`src/design/ppmfe_pkg.sv`:
```
// ppm frame encoder package: constants, register codes, shared types
`timescale 1ns / 1ps

package ppmfe_pkg;

   // default module parameters
   localparam int MAX_CHANNELS_DEF     = 32;
   localparam int EXTENDED_PERCENT_DEF = 150;

   // timing constants in 2 MHz ticks
   localparam int BASE_TICKS    = 45000;
   localparam int ADJ_UNIT      = 1000;
   localparam int SYNC_MIN      = 9000;
   localparam int DUR_MAX       = 32767;
   localparam int TERM_TICKS    = 1000;
   localparam int NOMINAL_RANGE = 1024;
   localparam int HALF_RANGE    = 512;

   // running remainder width, covers up to 64 channels of either sign
   localparam int REM_W = 22;

   // field widths
   localparam int VALUE_W  = 16;
   localparam int CENTER_W = 12;
   localparam int DUR_W    = 15;
   localparam int KIND_W   = 2;
   localparam int ADDR_W   = 3;
   localparam int WDATA_W  = 15;

   // register indexes
   localparam logic [ADDR_W-1:0] REG_ENABLED  = 3'd0;
   localparam logic [ADDR_W-1:0] REG_POLARITY = 3'd1;
   localparam logic [ADDR_W-1:0] REG_STOP     = 3'd2;
   localparam logic [ADDR_W-1:0] REG_EXTENDED = 3'd3;
   localparam logic [ADDR_W-1:0] REG_ADJ      = 3'd4;
   localparam logic [ADDR_W-1:0] REG_COUNT    = 3'd5;
   localparam logic [ADDR_W-1:0] REG_FIRST    = 3'd6;

   // item kinds
   localparam logic [KIND_W-1:0] KIND_PULSE = 2'd0;
   localparam logic [KIND_W-1:0] KIND_SYNC  = 2'd1;
   localparam logic [KIND_W-1:0] KIND_TERM  = 2'd2;

   // register reset values
   localparam logic [DUR_W-1:0] STOP_RESET  = 15'd600;
   localparam logic [5:0]       COUNT_RESET = 6'd8;

   typedef struct packed {
      logic              enabled;
      logic              polarity;
      logic [DUR_W-1:0]  stop_width;
      logic              extended_limits;
      logic signed [7:0] frame_length_adj;
      logic [5:0]        channels_in_frame;
      logic [4:0]        first_channel;
   } cfg_type;

   typedef struct packed {
      logic [DUR_W-1:0]  first_duration;
      logic              first_level;
      logic [DUR_W-1:0]  second_duration;
      logic              second_level;
      logic [KIND_W-1:0] item_kind;
      logic              frame_end;
   } result_type;

   typedef struct packed {
      logic              done;       // last result of the current input item
      logic              step_pulse; // store new remainder, advance channel
      logic              step_sync;  // frame closes, channel back to zero
      logic [KIND_W-1:0] next_kind;
   } ctrl_type;

endpackage

```
`src/design/ppmfe_csr.sv`:
```
// configuration registers of the ppm frame encoder
`timescale 1ns / 1ps

module ppmfe_csr (
   input  logic                           clock,
   input  logic                           reset,
   input  logic                           csr_we,
   input  logic [ppmfe_pkg::ADDR_W-1:0]   csr_addr,
   input  logic [ppmfe_pkg::WDATA_W-1:0]  csr_wdata,
   output ppmfe_pkg::cfg_type             cfg
);
   import ppmfe_pkg::*;

   cfg_type cfg_ff;
   cfg_type cfg_in;

   // register write decode
   always_comb begin
      cfg_in = cfg_ff;
      if (csr_we) begin
         unique case (csr_addr)
            REG_ENABLED:  cfg_in.enabled           = csr_wdata[0];
            REG_POLARITY: cfg_in.polarity          = csr_wdata[0];
            REG_STOP:     cfg_in.stop_width        = csr_wdata[DUR_W-1:0];
            REG_EXTENDED: cfg_in.extended_limits   = csr_wdata[0];
            REG_ADJ:      cfg_in.frame_length_adj  = $signed(csr_wdata[7:0]);
            REG_COUNT:    cfg_in.channels_in_frame = csr_wdata[5:0];
            REG_FIRST:    cfg_in.first_channel     = csr_wdata[4:0];
            default:      cfg_in = cfg_ff;
         endcase
      end
   end

   always_ff @(posedge clock) begin
      if (reset) begin
         cfg_ff.enabled           <= 1'b1;
         cfg_ff.polarity          <= 1'b0;
         cfg_ff.stop_width        <= STOP_RESET;
         cfg_ff.extended_limits   <= 1'b0;
         cfg_ff.frame_length_adj  <= 8'sd0;
         cfg_ff.channels_in_frame <= COUNT_RESET;
         cfg_ff.first_channel     <= 5'd0;
      end else begin
         cfg_ff <= cfg_in;
      end
   end

   assign cfg = cfg_ff;

endmodule

```
`src/design/ppmfe_calc.sv`:
```
// result computation for one step of the ppm frame encoder
`timescale 1ns / 1ps

module ppmfe_calc #(
   parameter int MAX_CHANNELS     = ppmfe_pkg::MAX_CHANNELS_DEF,
   parameter int EXTENDED_PERCENT = ppmfe_pkg::EXTENDED_PERCENT_DEF,
   parameter int IDX_W            = $clog2(MAX_CHANNELS + 1)
) (
   input  ppmfe_pkg::cfg_type                     cfg,
   input  logic signed [ppmfe_pkg::VALUE_W-1:0]   channel_value,
   input  logic [ppmfe_pkg::CENTER_W-1:0]         center_us,
   input  logic                                   mid,
   input  logic [ppmfe_pkg::KIND_W-1:0]           kind,
   input  logic signed [ppmfe_pkg::REM_W-1:0]     rem,
   input  logic [IDX_W-1:0]                       idx,
   output ppmfe_pkg::result_type                  result,
   output ppmfe_pkg::ctrl_type                    ctrl,
   output logic signed [ppmfe_pkg::REM_W-1:0]     rem_next
);
   import ppmfe_pkg::*;

   localparam int EXT_RANGE = (HALF_RANGE * EXTENDED_PERCENT / 100) * 2;

   logic [7:0]                last_sum;
   logic [7:0]                last_lim;
   logic [7:0]                nch_wide;
   logic [IDX_W-1:0]          nch;
   logic                      last_channel;
   logic [KIND_W-1:0]         cur_kind;
   logic signed [VALUE_W-1:0] range_pos;
   logic signed [VALUE_W-1:0] range_neg;
   logic signed [VALUE_W-1:0] val_c;
   logic signed [VALUE_W-1:0] width;
   logic signed [VALUE_W:0]   idle_raw;
   logic [DUR_W-1:0]          idle_dur;
   logic signed [REM_W-1:0]   adj_x;
   logic signed [REM_W-1:0]   base;
   logic signed [REM_W-1:0]   rem0;
   logic [DUR_W-1:0]          rest;
   logic                      pulse_lv;
   logic                      idle_lv;

   // channel count of the frame, limited by the channel maximum
   assign last_sum = 8'(cfg.first_channel) + 8'(cfg.channels_in_frame);
   assign last_lim = (last_sum > 8'(MAX_CHANNELS)) ? 8'(MAX_CHANNELS) : last_sum;
   assign nch_wide = (last_lim > 8'(cfg.first_channel)) ?
                     (last_lim - 8'(cfg.first_channel)) : 8'd0;
   assign nch      = IDX_W'(nch_wide);
   assign last_channel = ((IDX_W+1)'(idx) + (IDX_W+1)'(1)) >= (IDX_W+1)'(nch);

   // frame remainder, reloaded at the first channel
   assign adj_x = REM_W'(cfg.frame_length_adj);
   assign base  = $signed(REM_W'(BASE_TICKS)) + adj_x * $signed(REM_W'(ADJ_UNIT));
   assign rem0  = (idx == '0) ? base : rem;

   // clamp the channel value and add the doubled center
   assign range_pos = cfg.extended_limits ? $signed(VALUE_W'(EXT_RANGE))
                                          : $signed(VALUE_W'(NOMINAL_RANGE));
   assign range_neg = -range_pos;
   always_comb begin
      priority if (channel_value > range_pos) val_c = range_pos;
      else if (channel_value < range_neg)     val_c = range_neg;
      else                                    val_c = channel_value;
   end
   assign width    = val_c + $signed({3'b000, center_us, 1'b0});
   assign rem_next = rem0 - REM_W'(width);

   // idle part of the pulse, saturated
   assign idle_raw = VALUE_W'(width) - $signed({2'b00, cfg.stop_width});
   always_comb begin
      priority if (idle_raw < 0)                   idle_dur = '0;
      else if (idle_raw > $signed((VALUE_W+1)'(DUR_MAX))) idle_dur = DUR_W'(DUR_MAX);
      else                                         idle_dur = idle_raw[DUR_W-1:0];
   end

   // sync gap from the remainder
   always_comb begin
      priority if (rem0 > $signed(REM_W'(DUR_MAX)))  rest = DUR_W'(DUR_MAX - TERM_TICKS);
      else if (rem0 < $signed(REM_W'(SYNC_MIN)))     rest = DUR_W'(SYNC_MIN - TERM_TICKS);
      else rest = rem0[DUR_W-1:0] - DUR_W'(TERM_TICKS);
   end

   assign pulse_lv = cfg.polarity;
   assign idle_lv  = ~cfg.polarity;
   assign cur_kind = mid ? kind : ((nch != '0) ? KIND_PULSE : KIND_SYNC);

   // result selection and step control
   always_comb begin
      result.first_duration  = cfg.stop_width;
      result.first_level     = pulse_lv;
      result.second_duration = idle_dur;
      result.second_level    = idle_lv;
      result.item_kind       = cur_kind;
      result.frame_end       = 1'b0;
      ctrl.done       = 1'b1;
      ctrl.step_pulse = 1'b0;
      ctrl.step_sync  = 1'b0;
      ctrl.next_kind  = KIND_SYNC;
      unique case (cur_kind)
         KIND_PULSE: begin
            ctrl.step_pulse = 1'b1;
            ctrl.done       = ~last_channel;
         end
         KIND_SYNC: begin
            result.second_duration = rest;
            ctrl.step_sync = 1'b1;
            ctrl.done      = 1'b0;
            ctrl.next_kind = KIND_TERM;
         end
         default: begin
            result.first_duration  = DUR_W'(TERM_TICKS);
            result.first_level     = idle_lv;
            result.second_duration = '0;
            result.item_kind       = KIND_TERM;
            result.frame_end       = 1'b1;
         end
      endcase
   end

endmodule

```
`src/design/ppm_frame_encoder_top.sv`:
```
// ppm frame encoder top level: input register, step sequencing, result register
//
//   channel  dir  handshake            payload
//   req      in   req_tvalid/tready    tdata: channel_value, center_us
//   rsp      out  rsp_tvalid/tready    tdata: durations and levels, tuser: kind,
//                                      tlast: frame end
//   csr      in   csr_we               csr_addr, csr_wdata
//
// A channel transaction that is not the last of the frame gives one result;
// the last channel gives pulse, sync and terminator. One result leaves the step
// logic per cycle into the result register while that register is empty or
// being read. A new transaction is taken in the cycle its predecessor gives its
// last result. With the encoder disabled a transaction is dropped. Reset is
// synchronous and resets frame state, valid flags and configuration registers.
`timescale 1ns / 1ps

module ppm_frame_encoder_top #(
   parameter int MAX_CHANNELS     = ppmfe_pkg::MAX_CHANNELS_DEF,
   parameter int EXTENDED_PERCENT = ppmfe_pkg::EXTENDED_PERCENT_DEF
) (
   input  logic                          clock,
   input  logic                          reset,
   input  logic                          req_tvalid,
   output logic                          req_tready,
   // [15:0] channel_value, [27:16] center_us, [31:28] zero
   input  logic [31:0]                   req_tdata,
   output logic                          rsp_tvalid,
   input  logic                          rsp_tready,
   // [14:0] first_duration, [15] first_level, [30:16] second_duration,
   // [31] second_level
   output logic [31:0]                   rsp_tdata,
   // [1:0] item_kind
   output logic [1:0]                    rsp_tuser,
   output logic                          rsp_tlast,
   input  logic                          csr_we,
   input  logic [ppmfe_pkg::ADDR_W-1:0]  csr_addr,
   input  logic [ppmfe_pkg::WDATA_W-1:0] csr_wdata
);
   import ppmfe_pkg::*;

   localparam int IDX_W = $clog2(MAX_CHANNELS + 1);

   cfg_type                   cfg;
   result_type                result;
   ctrl_type                  ctrl;
   logic signed [REM_W-1:0]   rem_next;

   logic                      in_valid_ff;
   logic                      in_valid_in;
   logic signed [VALUE_W-1:0] in_value_ff;
   logic [CENTER_W-1:0]       in_center_ff;
   logic                      mid_ff;
   logic                      mid_in;
   logic [KIND_W-1:0]         kind_ff;
   logic [KIND_W-1:0]         kind_in;
   logic signed [REM_W-1:0]   rem_ff;
   logic signed [REM_W-1:0]   rem_in;
   logic [IDX_W-1:0]          idx_ff;
   logic [IDX_W-1:0]          idx_in;
   logic                      rsp_valid_ff;
   logic                      rsp_valid_in;
   result_type                rsp_ff;

   logic                      out_free;
   logic                      emit;
   logic                      item_done;
   logic                      req_take;

   ppmfe_csr u_csr (
      .clock     (clock),
      .reset     (reset),
      .csr_we    (csr_we),
      .csr_addr  (csr_addr),
      .csr_wdata (csr_wdata),
      .cfg       (cfg)
   );

   ppmfe_calc #(
      .MAX_CHANNELS     (MAX_CHANNELS),
      .EXTENDED_PERCENT (EXTENDED_PERCENT),
      .IDX_W            (IDX_W)
   ) u_calc (
      .cfg           (cfg),
      .channel_value (in_value_ff),
      .center_us     (in_center_ff),
      .mid           (mid_ff),
      .kind          (kind_ff),
      .rem           (rem_ff),
      .idx           (idx_ff),
      .result        (result),
      .ctrl          (ctrl),
      .rem_next      (rem_next)
   );

   // handshake and step control
   assign out_free   = ~rsp_valid_ff | rsp_tready;
   assign emit       = in_valid_ff & cfg.enabled & out_free;
   assign item_done  = in_valid_ff & (~cfg.enabled | (out_free & ctrl.done));
   assign req_tready = ~in_valid_ff | item_done;
   assign req_take   = req_tvalid & req_tready;

   // next values of the control state
   always_comb begin
      in_valid_in  = req_take | (in_valid_ff & ~item_done);
      mid_in       = mid_ff;
      kind_in      = kind_ff;
      rem_in       = rem_ff;
      idx_in       = idx_ff;
      rsp_valid_in = emit | (rsp_valid_ff & ~rsp_tready);
      if (emit) begin
         mid_in  = ~ctrl.done;
         kind_in = ctrl.next_kind;
         if (ctrl.step_pulse) begin
            rem_in = rem_next;
            idx_in = idx_ff + IDX_W'(1);
         end
         if (ctrl.step_sync) begin
            idx_in = '0;
         end
      end
   end

   // control registers
   always_ff @(posedge clock) begin
      if (reset) begin
         in_valid_ff  <= 1'b0;
         mid_ff       <= 1'b0;
         kind_ff      <= KIND_PULSE;
         rem_ff       <= $signed(REM_W'(BASE_TICKS));
         idx_ff       <= '0;
         rsp_valid_ff <= 1'b0;
      end else begin
         in_valid_ff  <= in_valid_in;
         mid_ff       <= mid_in;
         kind_ff      <= kind_in;
         rem_ff       <= rem_in;
         idx_ff       <= idx_in;
         rsp_valid_ff <= rsp_valid_in;
      end
   end

   // payload registers
   always_ff @(posedge clock) begin
      if (req_take) begin
         in_value_ff  <= $signed(req_tdata[VALUE_W-1:0]);
         in_center_ff <= req_tdata[VALUE_W+CENTER_W-1:VALUE_W];
      end
      if (emit) begin
         rsp_ff <= result;
      end
   end

   // result port
   assign rsp_tvalid = rsp_valid_ff;
   assign rsp_tdata  = {rsp_ff.second_level, rsp_ff.second_duration,
                        rsp_ff.first_level, rsp_ff.first_duration};
   assign rsp_tuser  = rsp_ff.item_kind;
   assign rsp_tlast  = rsp_ff.frame_end;

endmodule

```
`config.mk`:
```
export PLATFORM = sky130hd
export DESIGN_NAME = ppm_frame_encoder_top
export DESIGN_NICKNAME = d
export VERILOG_FILES = /design/src/design/ppmfe_pkg.sv /design/src/design/ppmfe_csr.sv /design/src/design/ppmfe_calc.sv /design/src/design/ppm_frame_encoder_top.sv
export SDC_FILE = /design/constraint.sdc
export NUM_CORES = 1
export LEC_CHECK = 0
export ABC_AREA = 0
export BUFFER_PORTS_ARGS = -buffer_cell sky130_fd_sc_hd__buf_4
export CAP_MARGIN = 40
export CORE_MARGIN = 1.5
export CORE_UTILIZATION = 40
export CTS_CLUSTER_SIZE = 14
export DETAILED_ROUTE_END_ITERATION = 8
export PLACE_DENSITY = 0.67
export SYNTH_ARGS = -nofsm -noshare
export SYNTH_HDL_FRONTEND = slang
export SYNTH_SLANG_ARGS = --single-unit
```
`constraint.sdc`:
```
create_clock -name clock -period 6.9 [get_ports clock]
set_input_delay 1.38 -clock clock [delete_from_list [all_inputs] [get_ports clock]]
set_output_delay 1.38 -clock clock [all_outputs]
set_load 0.005 [all_outputs]
```
==> qor.txt <==
================================================================================
Classification of the worst-slack hold path                              reg2reg
Final Setup Violations                                                         0
Horizontal die dimension                                                165.0 um
Wire length of the first global-routing pass                            41230 um
Unrepaired setup endpoints after global routing                             true
Kind of cell with the highest combined delay on the critical path   compound AO/OA/AOI/OAI gates
Layout fillers                                                              2476
PD cells                                                            276.1 nW/um2
Std-Cell Core Area                                                     25910 um2
Max Clock Skew                                                        0.01189 ns
Most repeated cell in the gate-level netlist after synthesis        sky130_fd_sc_hd__inv_1
CTS Buf Count                                                                 17
Vias in the first global route                                              8255
Cell types with the highest counts after synthesis                  sky130_fd_sc_hd__inv_1 (135), sky130_fd_sc_hd__nand2_1 (121), sky130_fd_sc_hd__ha_1 (106)
Area occupied by multi-input gates                                      6646 um2
Post-synthesis cell type count                                                72
Post-Route WL                                                           25530 um
Most common flop cell mapped by yosys                               sky130_fd_sc_hd__dfxtp_1
Total negative slack for setup checks                                       0 ns
Starting utilization of the core area                                     40.53%
Mean Syn Cell Area                                                     8.758 um2
Clock period minus final worst setup slack                              6.690 ns
Signal arrival time at the worst endpoint                                5.31 ns
Headroom to the max-slew limit                                            40.64%
Clock-pin slew on the worst setup and hold paths                         0.06 ns
Area occupied by registers                                              3298 um2
Post-synthesis instance total                                               1199
Full die area                                                          27230 um2
Share of synthesized flip-flops with an asynchronous set or reset             0%
Final standard cell area without fillers                               12380 um2
Clock latency on the worst-skew pair                                     0.44 ns
Worst Max-Slew Pin Slew                                                0.8903 ns
Number of enable flip-flop cells after synthesis                              63
Number of buffers inserted by hold repair at cts                               0
Routed via count                                                            8737
Number of max-cap violations                                                   0
Antenna violations before repair                                               0
CTS HTree Levels                                                               4
Fmax achieved                                                          149.5 MHz
Netlist area before placement                                          10500 um2
Critical setup path kind                                                 reg2out
GRT Residual Overflow                                                          0
Detailed-route vias per instance                                           5.273
Worst path max stage delay                                               0.44 ns
I/O pin count                                                                 92
Proportion of netlist area held by the largest area contributor           18.02%
Iteration-0 DRC count of the detailed router                                 575
Height of the die                                                       165.0 um
Maximum number of pins on one net before global-route repair                  73
Sequential element share of the synthesized area                          31.36%
Maximum net fanout on the critical path                                        6
Warnings, synthesis                                                            0
Top post-synthesis cells by area                                    sky130_fd_sc_hd__edfxtp_1 (18%), sky130_fd_sc_hd__dfxtp_1 (13%), sky130_fd_sc_hd__ha_1 (13%), sky130_fd_sc_hd__fa_1 (5.9%), sky130_fd_sc_hd__inv_1 (4.8%)
Count of unresolved DRC violations after routing                               0
GRT Overall Usage                                                         19.31%
First-pass iteration count of the detailed router                              5
Crit path capture type                                               output port
Result of the run                                                   complete, no violations
Total cell area at the placement stage                                 11670 um2
Net count after synthesis                                                   1391
Crit path setup slack, layout                                          0.2103 ns
Area growth syn-to-layout                                                 17.92%
Std cell rows                                                                 59
Leakage power                                                           5.524 nW
Clock root buffer master                                            sky130_fd_sc_hd__clkbuf_16
Pins over their slew limit                                                     0
Crit start category                                                    flip-flop
Sink Count                                                                   133
Detail Route Antenna Nets                                                      0
Pre-CTS WS                                                             0.2803 ns
Final weighted congestion in routability-driven placement                 0.8784
Max IR drop VDD                                                        0.1812 mV
#FFs+latches synth                                                           133
Diodes inserted                                                                0
IO buf count                                                                  87
Clock tree from TritonCTS                                                  built
Half-perimeter wire length after detailed placement                     20040 um
Fraction of final layout cells sized beyond drive strength 1              14.15%
Total design power                                                    0.003419 W
Slowest-stage cell, CP                                              sky130_fd_sc_hd__fa_1
Largest area contributor in the netlist                             sky130_fd_sc_hd__edfxtp_1
Post-layout nets                                                            1501
Maximum count of clock buffers along a single path                             2
Final hold violations                                                          0
Wirelength per Cell                                                     15.41 um
Crit path buffers/inverters                                                    3
Final hold slack                                                       0.4551 ns
Worst endpoint required time                                             5.52 ns
Final clock period utilization by the worst path                          96.95%
================================================================================
area by class of cell:
type,count,share of cell area (%)
repair buffers,117,7.255
inverters,135,4.092
multi-input cells,905,53.67
clock inverters,14,1.324
clock buffers,18,3.637
flip-flops and latches,133,26.63
well taps,335,3.385
per-layer routing:
| metal | wire length [um] | part of all wire [%] | up-vias | GRT usage (%) |
|---|---|---|---|---|
| met5 | 0 | 0 | - | 0 |
| met4 | 385 | 1.5 | 0 | 4.873 |
| met3 | 1178 | 4.6 | 25 | 2.913 |
| met2 | 11950 | 47 | 197 | 31.63 |
| met1 | 12010 | 47 | 4116 | 26.52 |
| li1 | - | - | 4399 | - |
power breakdown:
| group | internal [W] | switching [W] |
|---|---|---|
| registers | 0.000941 | 0.0000427 |
| clock network | 0.000540 | 0.000412 |
| logic | 0.000658 | 0.000825 |
worst min-delay path, stage by stage, from the launching register on:
cell                      delay (ns)
sky130_fd_sc_hd__dfxtp_1        0.31
sky130_fd_sc_hd__nand2_1        0.05
sky130_fd_sc_hd__a21oi_1        0.05
logic make-up (layout without fill, tap and decap cells):
kind of cell,Yosys count,count (layout),share of synthesized area [%]
and+or+nand+nor,374,374,17.04
buffers and inverters,161,284,5.838
adders and majority gates,137,137,18.54
xor gates and xnor gates,85,85,7.089
AOI/OAI and AO/OA,286,286,17.90
DFF,133,133,31.36
muxes,23,23,2.240
worst paths after layout:
path | from | to | slack, ns | cells after the start
min | u_csr.cfg[31]$_SDFFE_PP0P_ | u_csr.cfg[31]$_SDFFE_PP0P_ | 0.46 | 2
max reg2reg | in_value_ff[10]$_DFFE_PP_ | rem_ff[21]$_SDFFE_PP0P_ | 0.35 | 30
min reg2reg | u_csr.cfg[31]$_SDFFE_PP0P_ | u_csr.cfg[31]$_SDFFE_PP0P_ | 0.46 | 2
max | u_csr.cfg[0]$_SDFFE_PP0P_ | req_tready | 0.21 | 27
cells in the final DEF, fill, tap and decap left out, types with 12 or more instances in the layout:
cell	n
sky130_fd_sc_hd__nor2b_1	15
sky130_fd_sc_hd__edfxtp_1	63
sky130_fd_sc_hd__fa_1	31
sky130_fd_sc_hd__nor3_1	22
sky130_fd_sc_hd__dfxtp_1	68
sky130_fd_sc_hd__clkbuf_16	18
sky130_fd_sc_hd__nand2b_1	14
sky130_fd_sc_hd__xor2_1	33
sky130_fd_sc_hd__nand3b_1	13
sky130_fd_sc_hd__buf_4	116
sky130_fd_sc_hd__nand2_1	121
sky130_fd_sc_hd__a211oi_1	12
sky130_fd_sc_hd__xnor2_1	52
sky130_fd_sc_hd__a21oi_1	81
sky130_fd_sc_hd__nand3_1	25
sky130_fd_sc_hd__inv_1	135
sky130_fd_sc_hd__and2_1	17
sky130_fd_sc_hd__o21ai_0	57
sky130_fd_sc_hd__mux2i_1	19
sky130_fd_sc_hd__a21o_1	18
sky130_fd_sc_hd__a211o_1	15
sky130_fd_sc_hd__ha_1	103
sky130_fd_sc_hd__o21a_1	16
sky130_fd_sc_hd__nor2_1	101
flip-flops by register name, indices dropped and copies added, names as in the netlist, 2 cells and up:
name and count:
idx_ff 6, rsp_tdata 32, in_value_ff 16, rsp_tuser 2, in_center_ff 12, rem_ff 22, u_csr.cfg 37, kind_ff 2
what timing repair did:
item,CTS,global route
resized for setup,2,17
endpoints found under the hold margin,0,0
buffers inserted,1,4
setup endpoints to repair,1,3
pin swaps,1,4
through the flow:
step	util, %	cells
final	47.79	1657
after global routing	47.79	1657
after CTS	47.48	1653
after detailed placement	45.06	1620
after global placement	44.92	1618
after floorplan	-	1199
Power figures use the tool's default switching activity.
